File: src/hdl/mqf_ram.sv
// Generic simple dual-port RAM: one write port, one registered read port.
// Read data holds its value while the read enable is low. No dependencies.
module mqf_ram #(
  parameter int WIDTH = 8,
  parameter int DEPTH = 16,
  localparam int ADDR_W = (DEPTH > 1) ? $clog2(DEPTH) : 1
) (
  input  logic              clk,
  input  logic              we,
  input  logic [ADDR_W-1:0] waddr,
  input  logic [WIDTH-1:0]  wdata,
  input  logic              re,
  input  logic [ADDR_W-1:0] raddr,
  output logic [WIDTH-1:0]  rdata
);

  logic [WIDTH-1:0] mem [DEPTH];

  always_ff @(posedge clk) begin
    if (we) begin
      mem[waddr] <= wdata;
    end
    if (re) begin
      rdata <= mem[raddr];
    end
  end

endmodule

File: config.mk
export PLATFORM = sky130hd
export DESIGN_NAME = mqf_ram
export DESIGN_NICKNAME = d
export VERILOG_FILES = /design/src/hdl/mqf_ram.sv
export SDC_FILE = /design/constraint.sdc
export NUM_CORES = 1
export LEC_CHECK = 0
export ABC_AREA = 0
export ABC_CLOCK_PERIOD_IN_PS = 1700
export BUFFER_PORTS_ARGS = -buffer_cell sky130_fd_sc_hd__buf_2
export CAP_MARGIN = 10
export CORE_MARGIN = 3
export CORE_UTILIZATION = 50
export CTS_BUF_LIST = sky130_fd_sc_hd__clkbuf_8
export DETAILED_ROUTE_END_ITERATION = 10
export PLACE_DENSITY = 0.65
export SYNTH_ARGS = -nofsm -noshare
export SYNTH_HDL_FRONTEND = slang
export SYNTH_SLANG_ARGS = --single-unit
File: constraint.sdc
create_clock -name clk -period 1.7 [get_ports clk]
set_input_delay 0.085 -clock clk [delete_from_list [all_inputs] [get_ports clk]]
set_output_delay 0.085 -clock clk [all_outputs]
set_load 0.05 [all_outputs]
==> impl_summary.md <==
Timing
The actual transition at the worst max-transition pin is 0.380 ns. The peak clock frequency supported by timing is 0.675 GHz. The portion of the clock cycle consumed by the worst path in the final layout is 87.1%. Setup violations remaining at the end of the flow were counted as 0.

The smallest clock period supported by the final layout is computed as 1.48 ns. The post-route worst setup slack is 0.219 ns. The count of pins over their slew limit was 0. The worst slew margin relative to its limit is 74.6%. The number of hold violations in the final report is 0.

On the final layout, the worst clock skew is 0.00700 ns. Setup repair after global routing left no endpoint under its margin. The final sum of negative setup slack is 0 ns.

Yosys
In the synthesized netlist the async set-or-reset flop fraction comes to 0%. In the post-synthesis netlist, the biggest area contributors are sky130_fd_sc_hd__edfxtp_1, sky130_fd_sc_hd__mux4_2, sky130_fd_sc_hd__mux4_1, sky130_fd_sc_hd__a22oi_1, sky130_fd_sc_hd__nor2_1. Synthesis handed over a netlist of 229 instances.

The cell type contributing the most total cell area after synthesis is sky130_fd_sc_hd__edfxtp_1. For this run, the leading register cell type out of synthesis is sky130_fd_sc_hd__edfxtp_1. The share of the yosys chip area belonging to registers is 78.1%. Counting flops with a built-in enable in the synthesized netlist gives 136. The synthesized netlist occupies a cell area of 5230 µm². During synthesis, Yosys emitted a total of 0 warnings.

By count the netlist is led by sky130_fd_sc_hd__edfxtp_1, sky130_fd_sc_hd__mux4_2, sky130_fd_sc_hd__a22oi_1, sky130_fd_sc_hd__mux4_1, sky130_fd_sc_hd__nor2_1. The average instance in the mapped netlist occupies 22.8 µm². The top cell type by area accounts for 78.1% of the synthesized area. The number of nets handed over by synthesis was 248. The most common cell in the netlist is sky130_fd_sc_hd__edfxtp_1. After synthesis, the netlist uses 18 different library cells. The post-synthesis sequential element count is 136.

Cells and area
The layout net count is 306. The filler cells instantiated in the layout total 676. The proportion of layout cells with a drive suffix above 1 is 32.3%. Registers take 4080 µm². The area growth from synthesis to layout is 17.6%.

0 antenna diodes ended up in the layout. The area taken by multi-input logic gates is 1060 µm².

Routing
For this block, the initial DRC count from the detailed router was 123. In the final routed layout, each cell accounts on average for 20.9 µm. The antenna violation net count after detailed routing is 0.

Using the TritonRoute via totals, the vias-per-cell ratio works out to 5.57. Detailed routing inserted a total of 2413 vias. The number of optimization iterations in the first detailed-route pass is 4. After detailed routing, the number of remaining DRC violations is 0. The routed design has 9.06 mm of wire.

Clocking
The clock-pin transition on the worst setup and hold timing paths is 0.07 ns. The clock tree buffer depth is 2. Hold repair after CTS inserted 0 buffers. The tree is rooted in a sky130_fd_sc_hd__clkbuf_8. The post-CTS resize count is 0.

For this design, the sink count on the clock tree is 136. The clock tree from TritonCTS is built. The total setup buffers inserted after CTS is 0. The level count of the clock H-tree is 4. The number of buffers added by the clock tree synthesis step is 17.

The clock network latency to the later pin of the worst-skew pair is 0.42 ns.

Setup path
The worst register-to-register path has a depth of 3. On the worst path, the slowest cell contributes a delay of 0.48 ns. The kind of launch point of the worst setup path is a flip-flop.

Together, buffers and inverters on the worst path number 0. The endpoint arrival time on the critical path is 1.65 ns. The cell family with the largest share of critical-path delay is multiplexers. The slowest stage of the critical path belongs to the cell sky130_fd_sc_hd__mux4_1.

The signal on the critical path passes through mux4_1 -> a22oi_1 -> nand2_1. In this run the number of cells on the critical path is 3. The worst path required time is 1.87 ns.

The highest fanout seen on the critical path is 1. The worst setup path is of the flip-flop to flip-flop kind. The sort of element at the end of the critical path is a flip-flop.

Global routing
The via count of the first global-routing pass is 2499. The pin count of the biggest net entering global routing is 17. The number of antenna violations at the first check in global routing came to 0. For this run, the total global-route usage over all layers was measured as 17.3%.

The global-route wire length before repair is 14.1 mm. Global routing finished with a remaining overflow of 0.

Placement
The placer's final routability congestion estimate is 0.667. The HPWL after detailed placement is 6.17 mm. The worst setup slack after placement is 0.0315 ns.

The port buffer count is 26.

Floorplan
The die is 108 µm tall. For this configuration, the core starts out at a cell density of 52.5%. The placeable core region is 9950 µm². The die span in x is 108 µm. The floorplan step defined a die boundary enclosing 11700 µm².

27 I/O pins were placed. Row generation in the floorplan step produced 36 rows.

Power and ir drop
The switching power of the nets is 0.00140 W. The fraction of power spent switching nets is 19.0%. The fraction of power consumed by the clock network is 43.0%. Registers are responsible for 51.6% of the overall power. IR analysis of the VDD net gives a maximum drop of 0.586 mV. The leakage power total is 2.09 nW. The total power divided by cell area is 1200 nW/µm². Combinational logic is responsible for 5.5% of the overall power. The internal power is 0.00596 W.

Hold path
The worst hold path stage count is 1. The tightest min-delay check is of the input pin to flip-flop type.

Run status
The run finished with clean final reports.

Job
Max-cap violations in this run came to 0.
-- worst paths after layout --
path	to	from	slack (ns)
max	rdata[2]	mem[3][2]	0.22
max reg2reg	rdata[2]	mem[3][2]	0.22
min	mem[14][3]	wdata[3]	0.03
min reg2reg	rdata[1]	mem[12][1]	0.75
-- flip-flops by register name (all words and copies together), names as in the netlist --
name   cells
mem      128
rdata      8
-- power groups by stage --
| stage | Clock [W] | Combinational [W] | Sequential [W] |
|---|---|---|---|
| finish | 0.00316 | 0.000401 | 0.00379 |
| global placement | 0 | 0.000406 | 0.00387 |
| global route | 0.00337 | 0.000437 | 0.00380 |
| floorplan | 0 | 0.000191 | 0.00392 |
| detailed placement | 0 | 0.000411 | 0.00387 |
| CTS | 0.00320 | 0.000411 | 0.00380 |
-- layer usage --
| metal | vias to the layer above | part of all wire (%) | global-route usage, % |
|---|---|---|---|
| li1 | 1097 | - | - |
| met4 | 0 | 0.67 | 5.68 |
| met2 | 54 | 51 | 27.5 |
| met5 | - | 0 | 0 |
| met1 | 1257 | 44 | 23.0 |
| met3 | 5 | 4.3 | 5.49 |
-- through the flow --
stage / instances / total power [W] / instance area (µm²) / hold WS (ns) / util [%]
after CTS: 433 / 0.00741 / 6150 / 0.00295 / 61.8
after global routing: 433 / 0.00761 / 6150 / 0.00601 / 61.8
after global placement: 401 / 0.00427 / 5660 / 0.464 / 56.9
final: 433 / 0.00735 / 6150 / 0.0326 / 61.8
after detailed placement: 401 / 0.00428 / 5660 / 0.464 / 56.9
after floorplan: 229 / 0.00411 / 5230 / 0.184 / -
-- area by class of cell --
class,instances,share of cell area [%]
flip-flops and latches,136,66.4
multi-input cells,83,17.2
repair buffers,49,5.74
clock inverters,15,4.15
clock buffers,17,3.80
well taps,133,2.71
-- logic make-up after synthesis --
logic type             synth area share (%)
buffers and inverters                  1.65
multiplexers                           14.8
AO/OA/AOI/OAI                          2.30
AND/OR/NAND/NOR                        3.14
flip-flops                             78.1
-- layout by cell type, fill, tap and decap left out --
master and n:
sky130_fd_sc_hd__mux4_2 18, sky130_fd_sc_hd__nor3_1 4, sky130_fd_sc_hd__edfxtp_1 136, sky130_fd_sc_hd__clkinvlp_4 2
sky130_fd_sc_hd__nand2b_1 2, sky130_fd_sc_hd__nand3_1 1, sky130_fd_sc_hd__and2_1 1, sky130_fd_sc_hd__buf_12 4
sky130_fd_sc_hd__nor2b_1 1, sky130_fd_sc_hd__or3b_2 1, sky130_fd_sc_hd__nand2_1 9, sky130_fd_sc_hd__nor2_1 13
sky130_fd_sc_hd__nand3b_1 2, sky130_fd_sc_hd__mux4_1 14, sky130_fd_sc_hd__buf_2 26, sky130_fd_sc_hd__bufinv_16 7
sky130_fd_sc_hd__and2b_1 1, sky130_fd_sc_hd__buf_4 19, sky130_fd_sc_hd__a22oi_1 16, sky130_fd_sc_hd__clkbuf_8 17
sky130_fd_sc_hd__clkinv_2 2, sky130_fd_sc_hd__clkinv_1 3, sky130_fd_sc_hd__clkinv_4 1
(Power assumes the default switching activity.)
